$ cat config.mk
export PLATFORM = sky130hd
export DESIGN_NAME = pfa_ram
export DESIGN_NICKNAME = d
export VERILOG_FILES = /design/src/hw/rtl/pfa_ram.sv
export SDC_FILE = /design/constraint.sdc
export NUM_CORES = 2
export LEC_CHECK = 0
export ABC_AREA = 1
export BUFFER_PORTS_ARGS = -buffer_cell sky130_fd_sc_hd__clkbuf_2
export CORE_MARGIN = 4
export CORE_UTILIZATION = 45
export DETAILED_ROUTE_END_ITERATION = 12
export SLEW_MARGIN = 20
export SYNTH_ARGS = -nofsm -noshare
export SYNTH_HDL_FRONTEND = slang
export SYNTH_SLANG_ARGS = --single-unit
$ cat constraint.sdc
create_clock -name clk -period 2.04 [get_ports clk]
set_input_delay 0.102 -clock clk [delete_from_list [all_inputs] [get_ports clk]]
set_output_delay 0.102 -clock clk [all_outputs]
set_load 0.02 [all_outputs]
$ cat src/hw/rtl/pfa_ram.sv
// Generic simple dual-port RAM: one write port, one registered read port.
// Standalone; no package needed.

module pfa_ram #(
	parameter int WIDTH = 9,
	parameter int DEPTH = 256,
	localparam int AW = (DEPTH > 1) ? $clog2(DEPTH) : 1
) (
	input  logic             clk,
	input  logic             we,
	input  logic [AW-1:0]    waddr,
	input  logic [WIDTH-1:0] wdata,
	input  logic             re,
	input  logic [AW-1:0]    raddr,
	output logic [WIDTH-1:0] rdata
);

	logic [WIDTH-1:0] mem_q [DEPTH];
	logic [WIDTH-1:0] rdata_q;

	always_ff @(posedge clk) begin
		if (we) begin
			mem_q[waddr] <= wdata;
		end
		// hold the last read word until the next read
		if (re) begin
			rdata_q <= mem_q[raddr];
		end
	end

	assign rdata = rdata_q;

endmodule

==> reports/qor.yml <==
initial_core_util_pct: 45.21
finalCritPeriodShare_pct: 97.75
totalNegativeSetupSlack_ns: 0
hold_viol_final: 0
crit_type: "flop to flop"
layout-drive-gt1-share_pct: 13.21
cp.arrival_ns: 2.60
postRouteAntennaNets: 0
ctsLongestPathBuffers: 3
clock_sinks: 2313
r2r_end: "rdata[4]"
path_max_fanout: 1
via_per_inst: 5.620
cpMaxStageDelayCell: "edfxtp_1"
maxCapViolCount: 0
grt_antenna_before_repair: 8
first_iter_violations: 7908
critical_path_required_ns: 2.65
peakVddDrop_v: 0.0009132
use_met2_pct: 38.76
hold_start: "waddr[0]"
cp_common_cell: "nand3_1"
firstDrtPassIters: 6
ys_seq_elements: 2313
cp-end-kind: "flop"
rsz0062_at_grt: "no"
r2r_setup_slack_ns: 0.05
crit_chain: "nand2_1 > nand3_1 > nand3_1 > nand3_1 > nand3_1 > nand3_1 > nand3_1 > nand2_1 > nand2_1 > nand2_1"
slew_violations: 0
clock.fmax_mhz: 501.5
grtUsageMet3_pct: 3.922
synth_cell_types: 14
drc: 0
dp_slack_ns: -0.7523
setup_viol: 0
p_leak_nw: 39.17
avgSynthCellArea_um2: 11.96
clkLatencyLatePin_ns: 0.88
ys_warn_count: 0
detailed_place_hpwl_um: 169300
cts_setup_buffers: 0
cp-start-kind: "flop"
ys_seq_area_share_pct: 74.20
cellPowerDensity_nw_per_um2: 912.2
grt_usage_pct: 24.63
area_growth_pct: 17.11
fp.coreArea_um2: 207100
grt.busiest_layer: "met2"
grt_pass1_wl_um: 399800
ys.flop_type: "edfxtp_1"
hold_path_depth: 5
cts_made_buffers: 228
routed_wl_um: 269400
yosysTopAreaCellShare_pct: 74.20
io_buffers: 36
r2r_start: "mem_q[141][4]"
finalWeightedCongestion: 0.8824
post-synth-top-count-cell: "nand2_1"
fin_nets: 8329
met1_usage_pct: 34.76
dieArea_um2: 215400
io_pins: 37
synth_area_leader_cell: "edfxtp_1"
die-width_um: 464.1
clock_skew_ns: 0.03151
fin_crit_ns: 1.994
vias: 63400
rows: 167
synth_edf_count: 2313
reg2reg_depth: 10
grt.overflow.total: 0
cts_root_buf: "clkbuf_16"
cpPeakStageDelay_ns: 0.36
synthCells: 7826
synth.area.top_cells: "edfxtp_1 (74%), nand3_1 (12%), nand2_1 (9.6%)"
wl_per_cell_um: 23.88
dieHeight_um: 464.1
clkSlewWorstSetupHoldPaths_ns: 0.06
worst_pin_slew_ns: 0.7576
ys_top_cells_by_count: "nand2_1 (2384), edfxtp_1 (2313), nand3_1 (2271), buf_2 (326), nor2_1 (283)"
grt_pass1_vias: 60650
fin_ws_ns: 0.04596
post_synth_instance_area_um2: 93610
status: "completed"
path_delay_family: "simple AND/OR/NAND/NOR gates"
crit_buf_inv: 0
startpoint: "mem_q[141][4]"
h-tree-depth: 4
synth_nets: 7854
synth_async_sr_flop_share_pct: 0
tritoncts: "done"
min_to: "mem_q[211][2]"
hp-class: "input port to flop"
whs_ns: 0.1394
relSlewSlack_pct: 49.49
grt_max_degree: 111
==> state kept, by name, summed over array words and instances (netlist names) <==
signal and cells:
mem_q 2304, rdata 9
==> what timing repair did <==
action | 4_1_cts | 5_1_grt
hold buffers | 11 | 0
pin swaps | 0 | 0
hold endpoints to repair | 2201 | 0
resized for setup | 3 | 12
setup endpoints to repair | 2 | 7
==> placed cells by master, fill, tap and decap left out, types with 11 or more instances in the layout <==
cell type         n
nand2_1        2371
edfxtp_1       2313
nand3_1        2257
buf_4           581
nor2_1          283
clkbuf_16       229
buf_12          154
clkinv_1         60
clkinv_2         53
clkbuf_1         45
inv_1            31
clkbuf_2         22
bufinv_16        16
nand3_2          13
nand2_2          13
buf_8            12
dlygate4sd3_1    11
==> metal layers <==
layer / wire [µm] / share of wire (%) / up-vias
met2: 125700 / 47 / 2975
met3: 23550 / 8.7 / 501
met1: 109800 / 41 / 31120
met4: 10340 / 3.8 / 0
met5: 0 / 0 / -
li1: - / - / 28800
==> tightest hold or removal path: stages <==
cell and delay, ns:
clkbuf_2 0.13, nand2_1 0.16, nor2_1 0.10, nand2_2 0.20, nor2_1 0.11
==> cells by family (layout without fill, tap and decap cells) <==
kind of cell	Yosys count	in the layout	share of synthesized area [%]
flip-flops	2313	2313	74.20
buffers and inverters	575	1242	2.966
AND/OR/NAND/NOR	4938	4938	22.84
other	0	1	0
==> metrics by stage <==
stage / util (%) / area, µm² / total power [mW] / instances
after floorplan: - / 93610 / 56.66 / 7826
after global placement: 49.40 / 102300 / 60.25 / 10850
final: 52.94 / 109600 / 100.0 / 11280
after global routing: 52.94 / 109600 / 103.2 / 11280
after CTS: 52.91 / 109600 / 100.5 / 11280
after detailed placement: 49.40 / 102300 / 60.30 / 10850
==> report_power, final <==
part / switching, mW / internal, mW / total (mW)
logic: 4.82 / 2.09 / 6.91
clock network: 18.0 / 22.6 / 40.6
registers: 0.0607 / 52.4 / 52.5
total: 22.9 / 77.1 / 100
==> worst max-delay path by stage <==
stage | endpoint | slack [ns] | cells after the start
final | rdata[4] | 0.05 | 10
after global routing | rdata[1] | 0.01 | 10
after CTS | rdata[2] | 0.02 | 10
after detailed placement | rdata[8] | -0.75 | 15
after global placement | rdata[8] | -0.75 | 15
after floorplan | mem_q[162][0] | 0.40 | 4
==> final cells by class <==
class | count | area (µm²)
clock buffers | 274 | 5899
flip-flops and latches | 2313 | 69460
fillers | 17410 | 97440
repair buffers | 781 | 7856
diodes | 1 | 2.502
well taps | 2788 | 3488
clock inverters | 148 | 1246
multi-input cells | 4938 | 21490
inverters | 39 | 191.4
Note: power is estimated with default switching activity, not from simulation.
